==> src/design/rp2d_pkg.sv <==
// Shared types, widths and constants for the pipelined 2D point rotator.
// Used by rp2d_cell, rp2d_mul and rotate_point_2d_degrees_unit; no dependencies.
package rp2d_pkg;

  localparam int FRAC_BITS    = 8;                 // fractional bits of the results
  localparam int CORDIC_STEPS = 20;
  localparam int STEP_W       = $clog2(CORDIC_STEPS);
  localparam int COS_FRAC     = 30;                // cos/sin are Q30
  localparam int ANG_FRAC     = 16;                // angle in degrees, Q16
  localparam int CS_W         = 32;                // cos/sin datapath width
  localparam int Z_W          = 25;                // residual angle width
  localparam int PT_W         = 8;                 // input coordinate width
  localparam int PROD_W       = PT_W + 1 + CS_W;   // sign-adjusted coord times cos/sin
  localparam int ACC_W        = PROD_W + 1;
  localparam int OUT_W        = 17;
  localparam int RND_SHIFT    = COS_FRAC - FRAC_BITS;
  localparam int IN_TDATA_W   = 24;
  localparam int OUT_TDATA_W  = 40;

  localparam logic signed [CS_W-1:0]  GAIN_Q30 = CS_W'(652032874);
  localparam logic signed [ACC_W-1:0] RND_HALF = ACC_W'(64'sd1 <<< (RND_SHIFT - 1));
  localparam logic signed [ACC_W-1:0] SAT_HI   = ACC_W'(2 ** (OUT_W - 1) - 1);
  localparam logic signed [ACC_W-1:0] SAT_LO   = -SAT_HI - ACC_W'(1);
  localparam logic signed [PT_W:0]    ANG_HI   = (PT_W + 1)'(90);
  localparam logic signed [PT_W:0]    ANG_HALF = (PT_W + 1)'(180);
  localparam logic signed [Z_W-1:0]   Z_LIMIT  = Z_W'(90 * (2 ** ANG_FRAC));

  // Payload carried from cell to cell
  typedef struct packed {
    logic signed [CS_W-1:0] c;
    logic signed [CS_W-1:0] s;
    logic signed [Z_W-1:0]  z;
    logic signed [PT_W-1:0] px;
    logic signed [PT_W-1:0] py;
    logic                   flip;
  } rp2d_cell_t;

  // atan(2^-k) in degrees, Q16
  function automatic logic signed [Z_W-1:0] atan_q16(input logic [STEP_W-1:0] k);
    logic signed [Z_W-1:0] v;
    case (k)
      5'd0:    v = Z_W'(2949120);
      5'd1:    v = Z_W'(1740967);
      5'd2:    v = Z_W'(919879);
      5'd3:    v = Z_W'(466945);
      5'd4:    v = Z_W'(234379);
      5'd5:    v = Z_W'(117304);
      5'd6:    v = Z_W'(58666);
      5'd7:    v = Z_W'(29335);
      5'd8:    v = Z_W'(14668);
      5'd9:    v = Z_W'(7334);
      5'd10:   v = Z_W'(3667);
      5'd11:   v = Z_W'(1833);
      5'd12:   v = Z_W'(917);
      5'd13:   v = Z_W'(458);
      5'd14:   v = Z_W'(229);
      5'd15:   v = Z_W'(115);
      5'd16:   v = Z_W'(57);
      5'd17:   v = Z_W'(29);
      5'd18:   v = Z_W'(14);
      5'd19:   v = Z_W'(7);
      default: v = '0;
    endcase
    return v;
  endfunction

endpackage

==> src/design/rp2d_mul.sv <==
// Final stages: apply the half-turn flip, multiply the point by cos/sin,
// sum, round to FRAC_BITS and saturate. Depends on rp2d_pkg.
module rp2d_mul (
  input  logic                              clk,
  input  logic                              rst,
  input  logic                              en,
  input  logic                              din_vld,
  input  rp2d_pkg::rp2d_cell_t              din,
  output logic                              dout_vld,
  output logic signed [rp2d_pkg::OUT_W-1:0] x_out,
  output logic signed [rp2d_pkg::OUT_W-1:0] y_out
);

  logic signed [rp2d_pkg::PT_W:0]     pxf;
  logic signed [rp2d_pkg::PT_W:0]     pyf;
  logic                               prod_vld;
  logic signed [rp2d_pkg::PROD_W-1:0] prod_xc;
  logic signed [rp2d_pkg::PROD_W-1:0] prod_ys;
  logic signed [rp2d_pkg::PROD_W-1:0] prod_xs;
  logic signed [rp2d_pkg::PROD_W-1:0] prod_yc;
  logic signed [rp2d_pkg::ACC_W-1:0]  acc_x;
  logic signed [rp2d_pkg::ACC_W-1:0]  acc_y;
  logic signed [rp2d_pkg::ACC_W-1:0]  rnd_x;
  logic signed [rp2d_pkg::ACC_W-1:0]  rnd_y;
  logic signed [rp2d_pkg::OUT_W-1:0]  x_next;
  logic signed [rp2d_pkg::OUT_W-1:0]  y_next;

  // negating the coordinates is the same as negating cos and sin
  always_comb begin
    pxf = (rp2d_pkg::PT_W + 1)'(din.px);
    pyf = (rp2d_pkg::PT_W + 1)'(din.py);
    if (din.flip) begin
      pxf = -pxf;
      pyf = -pyf;
    end
  end

  always_comb begin
    acc_x = rp2d_pkg::ACC_W'(prod_xc) - rp2d_pkg::ACC_W'(prod_ys);
    acc_y = rp2d_pkg::ACC_W'(prod_xs) + rp2d_pkg::ACC_W'(prod_yc);
    rnd_x = (acc_x + rp2d_pkg::RND_HALF) >>> rp2d_pkg::RND_SHIFT;
    rnd_y = (acc_y + rp2d_pkg::RND_HALF) >>> rp2d_pkg::RND_SHIFT;
    if (rnd_x > rp2d_pkg::SAT_HI) begin
      x_next = rp2d_pkg::SAT_HI[rp2d_pkg::OUT_W-1:0];
    end else if (rnd_x < rp2d_pkg::SAT_LO) begin
      x_next = rp2d_pkg::SAT_LO[rp2d_pkg::OUT_W-1:0];
    end else begin
      x_next = rnd_x[rp2d_pkg::OUT_W-1:0];
    end
    if (rnd_y > rp2d_pkg::SAT_HI) begin
      y_next = rp2d_pkg::SAT_HI[rp2d_pkg::OUT_W-1:0];
    end else if (rnd_y < rp2d_pkg::SAT_LO) begin
      y_next = rp2d_pkg::SAT_LO[rp2d_pkg::OUT_W-1:0];
    end else begin
      y_next = rnd_y[rp2d_pkg::OUT_W-1:0];
    end
  end

  always_ff @(posedge clk) begin
    if (rst) begin
      prod_vld <= 1'b0;
      dout_vld <= 1'b0;
    end else if (en) begin
      prod_vld <= din_vld;
      dout_vld <= prod_vld;
    end
  end

  always_ff @(posedge clk) begin
    if (en) begin
      prod_xc <= pxf * din.c;
      prod_ys <= pyf * din.s;
      prod_xs <= pxf * din.s;
      prod_yc <= pyf * din.c;
      x_out   <= x_next;
      y_out   <= y_next;
    end
  end

endmodule

==> config.mk <==
export PLATFORM = sky130hd
export DESIGN_NAME = rp2d_mul
export DESIGN_NICKNAME = d
export VERILOG_FILES = /design/src/design/rp2d_pkg.sv /design/src/design/rp2d_mul.sv
export SDC_FILE = /design/constraint.sdc
export NUM_CORES = 2
export LEC_CHECK = 0
export ABC_AREA = 1
export BUFFER_PORTS_ARGS = -buffer_cell sky130_fd_sc_hd__buf_2
export CAP_MARGIN = 40
export CORE_ASPECT_RATIO = 1.4
export CORE_UTILIZATION = 55
export CTS_BUF_LIST = sky130_fd_sc_hd__clkbuf_8
export DETAILED_ROUTE_END_ITERATION = 8
export PLACE_DENSITY = 0.79
export SLEW_MARGIN = 20
export SYNTH_ARGS = -nofsm -noshare
export SYNTH_HDL_FRONTEND = slang
export SYNTH_SLANG_ARGS = --single-unit
==> constraint.sdc <==
create_clock -name clk -period 10.1 [get_ports clk]
set_input_delay 2.02 -clock clk [delete_from_list [all_inputs] [get_ports clk]]
set_output_delay 2.02 -clock clk [all_outputs]
set_load 0.03 [all_outputs]
**Word level (Yosys, flattened, before mapping)**

Index checks and enable logic that the tools add are counted.

- Mux-type cells: 4
- $lt $le $gt $ge: 4
- $mul: 4
- Add/sub/neg operators: 6

Operators with widths:

| cell | count |
|---|---|
| $mul A9 B32 Y41 | 4 |
| $add A42 B23 Y42 const B | 2 |
| $add A41 B41 Y42 | 1 |
| $sub A41 B41 Y42 | 1 |
| $gt A20 B17 Y1 const B | 2 |
| $lt A20 B17 Y1 const B | 2 |
| $mux W17 | 2 |
| $mux W9 | 2 |
| $neg A8 Y9 | 2 |

- Register bits: 200
- Word-level logic and storage cells: 26
- Output and inout port bits: 35
- Bits of input ports: 110

**Longest topological paths before layout**

- Word-level depth: 4
- Depth in mapped cells: 39
- Depth with buffers taken out: 36

**Least setup slack after synthesis**

Ideal clock, no wire load.

- Path type: input -> register
- From: in din[9] (netlist bit)
- To: reg prod_xs[23] (netlist bit), data pin
- Buffers on the path: 3
- Stages on the path: 28
- Arrival time: 7707 ps
- Required time: 9848 ps
- Library setup time: 252 ps
- Slack: 2140 ps
- Cells stage by stage: clkbuf_1 buf_1 inv_1 ha_1 or2_2 o21ai_1 inv_2 clkbuf_1 nand2_1 fa_1 inv_1 fa_1 fa_1 fa_1 inv_1 fa_1 inv_1 ha_1 a21oi_1 nand2_1 a21oi_2 o21ai_2 a21oi_1 o21ai_1 nand2_1 nand2_1 nand2_1 nand2_1

- Longest elaborated chain between the ends: 3

Ends and longest elaborated chain:

| what | RTL line | source |
|---|---|---|
| from (decl) | rp2d_mul.sv:8 | `input rp2d_pkg::rp2d_cell_t din,` |
| $neg A8 Y9 | rp2d_mul.sv:33 | `pxf = -pxf;` |
| $mux W9 * | rp2d_mul.sv:32 | `if (din.flip) begin` |
| $mul A9 B32 Y41 * | rp2d_mul.sv:73 | `prod_xs <= pxf * din.s;` |
| to (signal assigned) | rp2d_mul.sv:73 |  |
| to (decl) | rp2d_mul.sv:19 | `logic signed [rp2d_pkg::PROD_W-1:0] prod_xs;` |

Mark *: on every way between the ends. The rest lies on a longest branch, timed or not.
A chain may end at the register's enable or synchronous reset.

**Worst setup path in the final report**

- From: in din[0] (netlist bit)
- To: reg prod_xc[31] (netlist bit), data pin

- Longest elaborated chain between the ends: 2

Ends and longest elaborated chain:

| what | RTL line | source |
|---|---|---|
| $mux W9 | rp2d_mul.sv:32 |  |
| $mul A9 B32 Y41 | rp2d_mul.sv:71 | `prod_xc <= pxf * din.c;` |
| to (signal assigned) | rp2d_mul.sv:71 |  |
| to (decl) | rp2d_mul.sv:17 | `logic signed [rp2d_pkg::PROD_W-1:0] prod_xc;` |

No other way between the ends.

==> metrics.csv <==
metric,value,unit
cp.arrival,8.82,ns
grt_max_degree,104,
crit_top_cell,inv_1,
fmaxAchievable,117.5,MHz
post_drt_wl_per_cell,19.41,microns
whs,0.4632,ns
synthArstFlopShare,0,
rsz0062_at_grt,false,
cts_resized,0,
wirelength,143400,microns
finish.net_count,7694,
clk_path_buf_depth,2,
hold_path_depth,2,
skew,0.02037,ns
crit_path_start_kind,primary input,
gp_congestion,0.9982,
overflow,0,
coreArea,0.09097,sq mm
worst-endpoint-required,10.41,ns
violations,DRC,
drt_pass1_iterations,8,
grt_use_met3,0.06626,
cts.sinks,200,
cts_buffers,17,
synth.largest_area_cell,fa_1,
yosys.cell_types.count,49,
initial_core_util,0.5540,
cts_tree,yes,
busiest_layer,met2,
hold_path.class,flip-flop to flip-flop,
fp.dieH,360.2,microns
synth_top_area_frac,0.3670,
max_stage_delay,0.75,ns
via_count,42110,
critical_path_peak_fanout,26,
hpwlAfterDp,120700,microns
ys_warn_count,0,
grt_pass1_vias,44220,
rr_worst_depth,16,
synth_nets,7691,
post_cts_buffers,0,
holdPathEnd,dout_vld,
cp_slowest_cell,inv_2,
max_cap_viol_count,0,
critPathTopFamily,adder cells,
synth_area_leaders,"fa_1 37%, ha_1 12%, edfxtp_1 12%",
io_buffers,119,
drt_iter0_drc,3447,
fin_tns_setup,0,ns
synth_cells,6161,
grt_usage,0.3171,
finalHoldViolCount,0,
ys_ff_latch,200,
ys_top_cells_by_count,"1,259 x nand2_1, 1,063 x nor2_1, 1,011 x inv_1",
path_buf_inv,10,
use_met2,0.5358,
synth_ff_type,edfxtp_1,
slew_viol_final,0,
syn_area,0.05040,sq mm
rows,131,
clock_latency,0.58,ns
clockRootBuffer,clkbuf_8,
antenna_found_initial,24,
period_needed,8.508,ns
tightest_slew,0.8458,ns
fin_util,0.5781,
outcome,"complete, but fails checks",
grt_pass1_wl,228400,microns
synth-edff-count,198,
r2r_setup_slack,7.03,ns
clk_pin_slew_worst_paths,0.12,ns
cts-htree-levels,4,
r2r_start,prod_ys[33],
synth.most_common_cell,nand2_1,
holdBufCountCts,0,
die_w,257.8,microns
met1_usage,0.3713,
drc,2,
report.final.setup_viol,0,
ys_seq_area_frac,0.1188,
io_pins,145,
syn_area_per_cell,8.180,sq um
post-route-period-util,0.8424,
area_growth,4.340,%
slew_headroom,0.4362,
r2r-end,x_out[14],
viasPerCell,5.700,
dieArea,0.09287,sq mm
end_kind,flip-flop,
drive_gt1_frac,0.04792,
path_class,primary input to flip-flop,
hp-start,dout_vld,
drtAntennaViolNets,0,
==> stage by stage <==
| stage | cell area [sq um] | worst slack (ns) | cells |
|---|---|---|---|
| global placement | 52060 | 1.339 | 7339 |
| detailed placement | 52110 | 1.187 | 7341 |
| global route | 52560 | 1.209 | 7376 |
| CTS | 52530 | 1.828 | 7373 |
| finish | 52590 | 1.592 | 7387 |
| floorplan | 50400 | 2.140 | 6161 |
==> tightest hold or removal path, delay by kind of cell, from the launching register on <==
| kind | cells | cell delay, ns |
|---|---|---|
| and+or+nand+nor | 1 | 0.06 |
| DFF | 1 | 0.33 |
| AOI/OAI and AO/OA | 1 | 0.05 |
==> how the worst max path moves through the flow <==
stage	startpoint	end	slack, ns	depth (start not counted)
after floorplan	din[9]	prod_xs[23]	2.14	28
after global placement	din[0]	prod_xs[35]	1.34	29
after detailed placement	din[0]	prod_xc[27]	1.19	28
after CTS	din[0]	prod_xc[31]	1.83	28
after global routing	din[0]	prod_xc[31]	1.21	28
final	din[0]	prod_xc[31]	1.59	28
==> final cells by class <==
| cell class | count | area, sq um |
|---|---|---|
| clock buffers | 17 | 234.0 |
| inverters | 1078 | 4046 |
| diodes | 13 | 32.53 |
| well taps | 1197 | 1498 |
| clock inverters | 15 | 180.2 |
| fillers | 8178 | 38380 |
| repair buffers | 167 | 1055 |
| flip-flops and latches | 200 | 5986 |
| multi-input cells | 4700 | 39560 |
==> layout by cell type (no fill, tap or decap), types with 7 or more instances in the layout <==
cell type | Yosys | routed
nand2_1 | 1259 | 1258
nor2_1 | 1063 | 1063
inv_1 | 1011 | 1008
fa_1 | 924 | 924
ha_1 | 496 | 496
a21oi_1 | 209 | 209
edfxtp_1 | 198 | 198
buf_2 | 43 | 118
xor2_1 | 116 | 116
o21ai_0 | 111 | 111
nand3_1 | 111 | 111
xnor2_1 | 60 | 60
clkinv_1 | 49 | 54
o21bai_1 | 43 | 43
buf_4 | 3 | 42
nand2_2 | 35 | 36
a31oi_1 | 35 | 35
a21o_1 | 31 | 31
nand4_1 | 31 | 31
nor3_1 | 29 | 29
a21boi_0 | 24 | 24
inv_2 | 18 | 18
clkbuf_8 | 0 | 18
nor4_1 | 17 | 17
o21ai_1 | 14 | 14
nor2_2 | 14 | 14
diode_2 | 0 | 13
o221ai_1 | 10 | 10
nand3b_1 | 8 | 8
nor3_2 | 7 | 7
==> registers in the layout, summed over array words and instances (netlist names) <==
name      flops
prod_xc      41
prod_xs      41
prod_yc      41
prod_ys      41
x_out        17
y_out        17
dout_vld      1
prod_vld      1
==> cells by family after synthesis <==
kind of cell / Yosys count / share of synthesized area
and+or+nand+nor: 2595 / 0.2051
xor gates and xnor gates: 176 / 0.03058
buffers and inverters: 1261 / 0.09645
adders and majority gates: 1420 / 0.4902
DFF: 200 / 0.1188
AOI/OAI and AO/OA: 509 / 0.05899
==> per-layer routing <==
layer	vias up	wire length, microns
met2	2015	69610
met5	-	141
met3	633	12410
li1	18920	-
met1	20520	52060
met4	22	9166
Power is left out: the tool's default activity adds up to more than one toggle a clock period on the data nets, which glitch-free logic cannot reach.
