`config.mk`:
```
export PLATFORM = sky130hd
export DESIGN_NAME = rp2d_cell
export DESIGN_NICKNAME = d
export VERILOG_FILES = /design/src/design/rp2d_pkg.sv /design/src/design/rp2d_cell.sv
export SDC_FILE = /design/constraint.sdc
export NUM_CORES = 1
export LEC_CHECK = 0
export BUFFER_PORTS_ARGS = -buffer_cell sky130_fd_sc_hd__buf_2
export CAP_MARGIN = 20
export CORE_MARGIN = 4
export CORE_UTILIZATION = 40
export DETAILED_ROUTE_END_ITERATION = 6
export PLACE_DENSITY = 0.69
export SLEW_MARGIN = 15
export SYNTH_ARGS = -nofsm -noshare
export SYNTH_HDL_FRONTEND = slang
export SYNTH_SLANG_ARGS = --single-unit
```
`constraint.sdc`:
```
create_clock -name clk -period 6.36 [get_ports clk]
set_input_delay 0 -clock clk [delete_from_list [all_inputs] [get_ports clk]]
set_output_delay 0 -clock clk [all_outputs]
set_load 0.01 [all_outputs]
```
`src/design/rp2d_pkg.sv`:
```
// Shared types, widths and constants for the pipelined 2D point rotator.
// Used by rp2d_cell, rp2d_mul and rotate_point_2d_degrees_unit; no dependencies.
package rp2d_pkg;

  localparam int FRAC_BITS    = 8;                 // fractional bits of the results
  localparam int CORDIC_STEPS = 20;
  localparam int STEP_W       = $clog2(CORDIC_STEPS);
  localparam int COS_FRAC     = 30;                // cos/sin are Q30
  localparam int ANG_FRAC     = 16;                // angle in degrees, Q16
  localparam int CS_W         = 32;                // cos/sin datapath width
  localparam int Z_W          = 25;                // residual angle width
  localparam int PT_W         = 8;                 // input coordinate width
  localparam int PROD_W       = PT_W + 1 + CS_W;   // sign-adjusted coord times cos/sin
  localparam int ACC_W        = PROD_W + 1;
  localparam int OUT_W        = 17;
  localparam int RND_SHIFT    = COS_FRAC - FRAC_BITS;
  localparam int IN_TDATA_W   = 24;
  localparam int OUT_TDATA_W  = 40;

  localparam logic signed [CS_W-1:0]  GAIN_Q30 = CS_W'(652032874);
  localparam logic signed [ACC_W-1:0] RND_HALF = ACC_W'(64'sd1 <<< (RND_SHIFT - 1));
  localparam logic signed [ACC_W-1:0] SAT_HI   = ACC_W'(2 ** (OUT_W - 1) - 1);
  localparam logic signed [ACC_W-1:0] SAT_LO   = -SAT_HI - ACC_W'(1);
  localparam logic signed [PT_W:0]    ANG_HI   = (PT_W + 1)'(90);
  localparam logic signed [PT_W:0]    ANG_HALF = (PT_W + 1)'(180);
  localparam logic signed [Z_W-1:0]   Z_LIMIT  = Z_W'(90 * (2 ** ANG_FRAC));

  // Payload carried from cell to cell
  typedef struct packed {
    logic signed [CS_W-1:0] c;
    logic signed [CS_W-1:0] s;
    logic signed [Z_W-1:0]  z;
    logic signed [PT_W-1:0] px;
    logic signed [PT_W-1:0] py;
    logic                   flip;
  } rp2d_cell_t;

  // atan(2^-k) in degrees, Q16
  function automatic logic signed [Z_W-1:0] atan_q16(input logic [STEP_W-1:0] k);
    logic signed [Z_W-1:0] v;
    case (k)
      5'd0:    v = Z_W'(2949120);
      5'd1:    v = Z_W'(1740967);
      5'd2:    v = Z_W'(919879);
      5'd3:    v = Z_W'(466945);
      5'd4:    v = Z_W'(234379);
      5'd5:    v = Z_W'(117304);
      5'd6:    v = Z_W'(58666);
      5'd7:    v = Z_W'(29335);
      5'd8:    v = Z_W'(14668);
      5'd9:    v = Z_W'(7334);
      5'd10:   v = Z_W'(3667);
      5'd11:   v = Z_W'(1833);
      5'd12:   v = Z_W'(917);
      5'd13:   v = Z_W'(458);
      5'd14:   v = Z_W'(229);
      5'd15:   v = Z_W'(115);
      5'd16:   v = Z_W'(57);
      5'd17:   v = Z_W'(29);
      5'd18:   v = Z_W'(14);
      5'd19:   v = Z_W'(7);
      default: v = '0;
    endcase
    return v;
  endfunction

endpackage

```
`src/design/rp2d_cell.sv`:
```
// One rotation-mode CORDIC micro-rotation, registered.
// Depends on rp2d_pkg for the payload struct and widths.
module rp2d_cell (
  input  logic                        clk,
  input  logic                        rst,
  input  logic                        en,
  input  logic [rp2d_pkg::STEP_W-1:0] step,
  input  logic signed [rp2d_pkg::Z_W-1:0] atan,
  input  logic                        din_vld,
  input  rp2d_pkg::rp2d_cell_t        din,
  output logic                        dout_vld,
  output rp2d_pkg::rp2d_cell_t        dout
);

  rp2d_pkg::rp2d_cell_t dout_next;
  logic signed [rp2d_pkg::CS_W-1:0] dc;
  logic signed [rp2d_pkg::CS_W-1:0] ds;

  always_comb begin
    dc = din.s >>> step;
    ds = din.c >>> step;
    dout_next = din;
    // zero or positive residual rotates counterclockwise
    if (!din.z[rp2d_pkg::Z_W-1]) begin
      dout_next.c = din.c - dc;
      dout_next.s = din.s + ds;
      dout_next.z = din.z - atan;
    end else begin
      dout_next.c = din.c + dc;
      dout_next.s = din.s - ds;
      dout_next.z = din.z + atan;
    end
  end

  always_ff @(posedge clk) begin
    if (rst) begin
      dout_vld <= 1'b0;
    end else if (en) begin
      dout_vld <= din_vld;
    end
  end

  always_ff @(posedge clk) begin
    if (en) begin
      dout <= dout_next;
    end
  end

endmodule

```
* Word-level counts from Yosys, hierarchy flattened
Index checks and enable logic that the tools add are counted. Widths: inputs -> output; s select.
Word-level totals: bits in registers 107, bits of input ports 140, output and inout port bits 107, logic and storage cells 16
Cells by class: add/subtract/negate cells 6, shift-type cells 2, muxes and demuxes 1
Operators with widths (count):
- $mux 89 | 1
- $add 32x32->32 | 2
- $sshr 32x5->32 | 2
- $sub 32x32->32 | 2
- $add 25x25->25 | 1
- $sub 25x25->25 | 1

* Logic depth before layout (Yosys ltp)
Gate-level depths: netlist of the first run.
depth after elaboration 3, depth in mapped cells 26, mapped depth without buffers 21

* Worst setup path after synthesis of the first run
No wires, ideal clock.
path kind input to register, start point input step[4] (netlist bit), end point register dout[72] (netlist bit), data pin, library setup time 0.262 ns, arrival time 5.253 ns, data required time 6.098 ns, setup slack 0.845 ns, stages on the path 23, path buffers 7, path through clkbuf_1 -> clkbuf_1 -> clkbuf_1 -> clkbuf_1 -> clkbuf_1 -> clkbuf_1 -> clkbuf_1 -> a21oi_1 -> ha_1 -> nand2b_1 -> nor4_1 -> or2_2 -> o211ai_1 -> o21ai_0 -> ha_1 -> a21o_1 -> a311o_1 -> a21o_1 -> a221o_1 -> a31o_2 -> a211oi_1 -> a21oi_1 -> xor2_1
RTL lines:
- from (decl) | line rp2d_cell.sv:7 | input logic [rp2d_pkg::STEP_W-1:0] step,
- to (signal assigned) | line rp2d_cell.sv:45 | dout <= dout_next;
- to (decl) | line rp2d_cell.sv:12 | output rp2d_pkg::rp2d_cell_t dout

==> qor.yml, run 1 <==
status: "complete, no violations"
critical_path_arrival_ns: 6.31
clk_pin_slew_ns: 0.08
synth_cell_types: 88
power.leakage_nw: 6.88
initial_core_util_pct: 40.6
postCtsSetupRepairBufs: 0
synth.net_count: 1749
postLayoutCoreUtil_pct: 47.8
vias_per_cell: 6.19
p_sw_share_pct: 40.6
synth_enable_flop_cells: 106
die_w_um: 196
irDropWorstVdd_uv: 140
ys_seq_elements: 107
yosysSeqAreaShare_pct: 22.8
worstSetupPathType: "in -> reg"
cp_max_fo: 39
internal_power_mw: 2.13
power_density_mw_per_mm2: 217
port_buffers: 246
drt_iter0_drc: 1573
setup_slack_ns: 0.184
cp_common_cell: "buf_4"
power_frac_comb_pct: 54.4
syn_area_mm2: 0.0141
grt_first_pass_wirelength_um: 77800
p_switching_mw: 1.46
worstSetupStartpointType: "input port"
worst_slew_pin_slew_ns: 0.866
cp-end-kind: "flip-flop"
wl_um: 50300
finalCritPeriodShare_pct: 97.1
fin_crit_ns: 6.18
antenna_found_initial: 0
cap_viol_max_count: 0
drive_gt1_share_pct: 26.6
finalSetupViolCount: 0
grt_max_degree: 57
max_freq_ghz: 0.162
async_reset_ff_share_pct: 0
post-place-ws_ns: -0.0457
p_total_mw: 3.59
final_common_cell: "buf_2"
cts-htree-levels: 3
yosysWarnings: 0
final_max_slew_viol_count: 0
clock_sinks: 107
setup_tns_ns: 0
grt_pass1_vias: 13300
layout_common_cells: "243 x buf_2, 125 x nor2_1, 117 x a21oi_1, 106 x edfxtp_1, 102 x nand2_1"
ctsResizeCount: 0
path_cells: "buf_4 -> mux4_2 -> nor2_1 -> nor2_1 -> o311ai_0 -> buf_4 -> o2111ai_1 -> or2_2 -> o41a_1 -> xnor2_1 -> ha_1 -> nand2_1 -> nand4b_1 -> a2111oi_0 -> buf_4 -> nor3b_1 -> a221o_1 -> a31o_2 -> a211oi_1 -> a21oi_1 -> xor2_1"
critPathBufInv: 3
avgSynthCellArea_um2: 9.32
dp_cells: 2205
finalNetCount: 2023
hold_viol_final: 0
synthCells: 1510
boundaryPins: 247
gp_congestion: 0.962
clockBufferDepth: 2
drcViolationCount: 0
dieArea_mm2: 0.0382
die_h_um: 196
antennaDiodeCount: 0
clock_latency_ns: 0.38
cts_made_buffers: 9
cts.root.buffer_cell: "clkbuf_16"
syn2layout_area_growth_pct: 17.6
wire_per_inst_um: 22.4
clkPwrFrac_pct: 16.2
cp_top_family: "compound AO/OA/AOI/OAI gates"
row_count: 68
rsz0062_at_grt: "false"
dp.final_hpwl_um: 39600
hold_buffers: 23
fin_skew_ns: 0
cts_tree: "yes"
track_usage_pct: 25.5
hold_class: "in -> reg"
ant_nets: 0
slowest_delay_ns: 0.60
slew_headroom_pct: 42.3
synth_ff_type: "edfxtp_1"
p_seq_share_pct: 29.4
crit_path_top_delay_cell: "o311ai_0"
grt-ovfl-total: 0
finalNonFillerCells: 2244
cp_data_required_time_ns: 6.49
num_vias: 13900
drt-pass1-iter-count: 6
core_mm2: 0.0346
## power by group through the flow
stage	logic, mW	clock network, mW	registers, mW
5_1_grt	2.13	0.642	1.07
6_report	1.95	0.583	1.05
2_1_floorplan	1.20	0	1.17
3_3_place_gp	1.89	0	1.07
4_1_cts	1.94	0.606	1.06
3_5_place_dp	1.91	0	1.07
## cells in the mapped netlist, drive strengths merged, types with 37 or more instances
| cell | number | area (um2) |
|---|---|---|
| edfxtp | 106 | 3180 |
| buf | 39 | 273 |
| nor2 | 126 | 475 |
| o21ai | 68 | 340 |
| a21o | 37 | 278 |
| nand2 | 102 | 383 |
| mux2i | 53 | 531 |
| xnor2 | 100 | 876 |
| xor2 | 55 | 482 |
| ha | 96 | 1200 |
| inv | 45 | 169 |
| a21oi | 117 | 586 |
| mux2 | 39 | 439 |
| mux4 | 72 | 1620 |
## flip-flops by register name, summed over array words and instances, names as in the netlist
name	cells
dout_vld	1
dout	106
## worst paths after layout
path,slack (ns),to,cells after the start,start
max reg2reg,5.19,dout_vld,3,dout_vld
min,0.03,dout[41],3,atan[24]
max,0.18,dout[72],21,step[1]
min reg2reg,1.10,dout_vld,3,dout_vld
## area by class of cell
cell class	instances	area [um2]
clock buffer	9	225
clock inverter	7	68.8
fill	3325	18100
inverter	46	173
multi-input combinational	1282	10300
sequential	107	3200
tap	455	569
timing repair buffer	338	2020
## through the flow
| stage | instance area [um2] | hold WS (ns) |
|---|---|---|
| after global placement | 16000 | 0.159 |
| after floorplan | 14100 | 0.0724 |
| after global routing | 16500 | 0.0491 |
| after detailed placement | 16000 | 0.164 |
| after CTS | 16500 | 0.0221 |
| final | 16500 | 0.0323 |
## logic make-up (layout without fill, tap and decap cells)
family | after synthesis | count (layout) | share of synthesized area [%]
AO/OA/AOI/OAI | 445 | 445 | 21.3
AND/OR/NAND/NOR | 419 | 419 | 14.8
multiplexers | 164 | 164 | 18.4
XOR/XNOR | 155 | 155 | 9.65
buffers and inverters | 121 | 400 | 4.13
flip-flops | 107 | 107 | 22.8
adder cells (fa/ha/maj) | 99 | 99 | 8.96
## per-layer routing
layer / global-route usage (%) / vias to the layer above / wire length (um)
li1: - / 6358 / -
met1: 34.6 / 6606 / 21100
met2: 41.0 / 799 / 22600
met3: 4.90 / 127 / 4780
met4: 8.51 / 0 / 1800
met5: 0 / - / 0
## worst reg2reg max path, stage by stage, from the launching register on
cell	delay (ns)
dfxtp_1	0.33
mux2i_1	0.13
nor2_1	0.06
dlygate4sd3_1	0.54
Note: power is estimated with default switching activity, not from simulation.
==> inputs of run 2 (changes only) <==
Clock period 6.36 ns to 7.65 ns, I/O delays scaled along.
==> qor.yml, run 2 (synthesis results as in run 1) <==
status: "finished with violations"
violations: "design-rule violations"
gp_congestion: 0.954  # -0.83%
cts_made_buffers: 9  # unchanged
boundaryPins: 247  # unchanged
rsz0062_at_grt: "false"
drt_iter0_drc: 1606  # +2.1%
finalSetupViolCount: 0  # unchanged
vias_per_cell: 6.23  # +0.68%
initial_core_util_pct: 40.6  # unchanged
setup_slack_ns: 1.46  # +1.28 ns
worstSetupStartpointType: "input port"
worstSetupPathType: "in -> reg"
wire_per_inst_um: 22.7  # +1.3%
finalNetCount: 1976  # -2.3%
cts-htree-levels: 3  # unchanged
irDropWorstVdd_uv: 156  # +11%
track_usage_pct: 25.1  # -0.39 points
regToRegSetupSlack_ns: 6.51  # +1.32 ns
cp_max_fo: 67  # +72%
cp_data_required_time_ns: 7.79  # +1.30 ns
final_max_slew_viol_count: 0  # unchanged
antennaDiodeCount: 0  # unchanged
clock_latency_ns: 0.38  # about the same
finalCritPeriodShare_pct: 80.9
power.leakage_nw: 6.64  # -3.4%
cap_viol_max_count: 0  # unchanged
slowest_delay_ns: 0.72  # +0.12 ns
ant_nets: 0  # unchanged
startpoint: "step[1]"
path_cells: "buf_4 -> mux4_2 -> mux2_2 -> o21ai_0 -> o2111ai_1 -> or2_2 -> o41a_1 -> xnor2_1 -> ha_1 -> nand2_1 -> nand4b_1 -> a2111oi_0 -> nor3b_1 -> a221o_1 -> a31o_2 -> a211oi_1 -> a21oi_1 -> xor2_1"
cp_top_family: "compound AO/OA/AOI/OAI gates"
port_buffers: 246  # unchanged
min_to: "dout[74]"
crit_path_top_delay_cell: "buf_4"
dieArea_mm2: 0.0382  # unchanged
grt-ovfl-total: 0  # unchanged
wl_um: 49900  # -0.81%
die_w_um: 196  # unchanged
num_vias: 13700  # -1.4%
min-delay-start: "din[74]"
postLayoutCoreUtil_pct: 46.7  # -1.1 points
layout_common_cells: "243 x buf_2, 125 x nor2_1, 117 x a21oi_1, 106 x edfxtp_1, 102 x nand2_1"
drt-pass1-iter-count: 7  # +1
max_freq_ghz: 0.162
worst-path-stages: 18  # -14%
cts.root.buffer_cell: "clkbuf_16"
clock_sinks: 107  # unchanged
setup_tns_ns: 0  # unchanged
power_density_mw_per_mm2: 182  # -16%
core_mm2: 0.0346  # unchanged
drcViolationCount: 6  # +6
largest_reg_flops: 106  # unchanged
critical_path_arrival_ns: 6.33  # +0.02 ns
hold_viol_final: 0  # unchanged
grt_first_pass_wirelength_um: 76500  # -1.7%
antenna_found_initial: 0  # unchanged
cp-end-kind: "flip-flop"
hold_class: "in -> reg"
cts_tree: "yes"
p_total_mw: 2.94  # -18%
reg.largest.list: "dout: 106 flops, dout_vld: 1 flops"
slew_headroom_pct: 32.2  # -10 points
clockBufferDepth: 2  # unchanged
top_register: "dout"
worst_slew_pin_slew_ns: 1.02  # +0.151 ns
hold_ws_ns: 0.0102  # -0.0222 ns
rr_worst_depth: 3  # unchanged
die_h_um: 196  # unchanged
final_common_cell: "buf_2"
fin_skew_ns: 0  # unchanged
fin_crit_ns: 6.19
grt_pass1_vias: 13100  # -2.0%
dp.final_hpwl_um: 38900  # -1.9%
grt_max_degree: 68  # +19%
holdPathStages: 2  # -1
fill_cells: 3309  # -0.48%
row_count: 68  # unchanged
drive_gt1_share_pct: 24.7  # -1.9 points
critPathBufInv: 1  # -2
r2r_start: "dout_vld"
r2r_end: "dout_vld"
syn2layout_area_growth_pct: 14.9
post-place-ws_ns: 1.14  # +1.19 ns
clk_pin_slew_ns: 0.08  # about the same
==> run 2: cell count changes in the layout (fill, tap and decap cells not counted), sizes merged <==
cell and change:
buf -46, dlygate4sd3 -1
==> run 2: area by class of cell <==
class	instances	area, um2	share of cell area [%]
Multi-Input combinational cell	1282	10300	63.6
Inverter	46	173	1.07
Clock inverter	7	68.8	0.426
Sequential cell	107	3200	19.8
Clock buffer	9	225	1.39
Tap cell	455	569	3.52
Timing Repair Buffer	291	1640	10.2
==> run 2: worst max-delay path by stage <==
stage                     to  slack [ns]
finish              dout[72]        1.46
CTS                 dout[72]        1.53
floorplan           dout[72]        2.14
global placement    dout[72]        1.27
global route        dout[73]        0.82
detailed placement  dout[72]        1.14
==> run 2: routing by layer <==
metal  track usage [%]  vias up  share of wire [%]
met3              4.43       85                8.7
met5                 0        -                  0
met4              7.65        0                2.7
met2              40.4      768                 46
li1                  -     6264                  -
met1              34.6     6575                 43
==> run 2: where the power goes <==
group          internal, mW  total (mW)  switching (mW)
clock                 0.230       0.480           0.250
combinational         0.670        1.59           0.918
sequential            0.842       0.876          0.0331
total                  1.74        2.94            1.20
==> run 2: repair_timing <==
| item | 4_1_cts | 5_1_grt |
|---|---|---|
| buffers inserted | 0 | 0 |
| hold endpoints to repair | 20 | 0 |
| hold buffers | 22 | 0 |
| gates resized for setup | 0 | 0 |
==> run 2: through the flow <==
step	instances	area (um2)
after floorplan	1510	14100
after detailed placement	2159	15700
after global placement	2159	15700
after CTS	2197	16200
final	2197	16200
after global routing	2197	16200
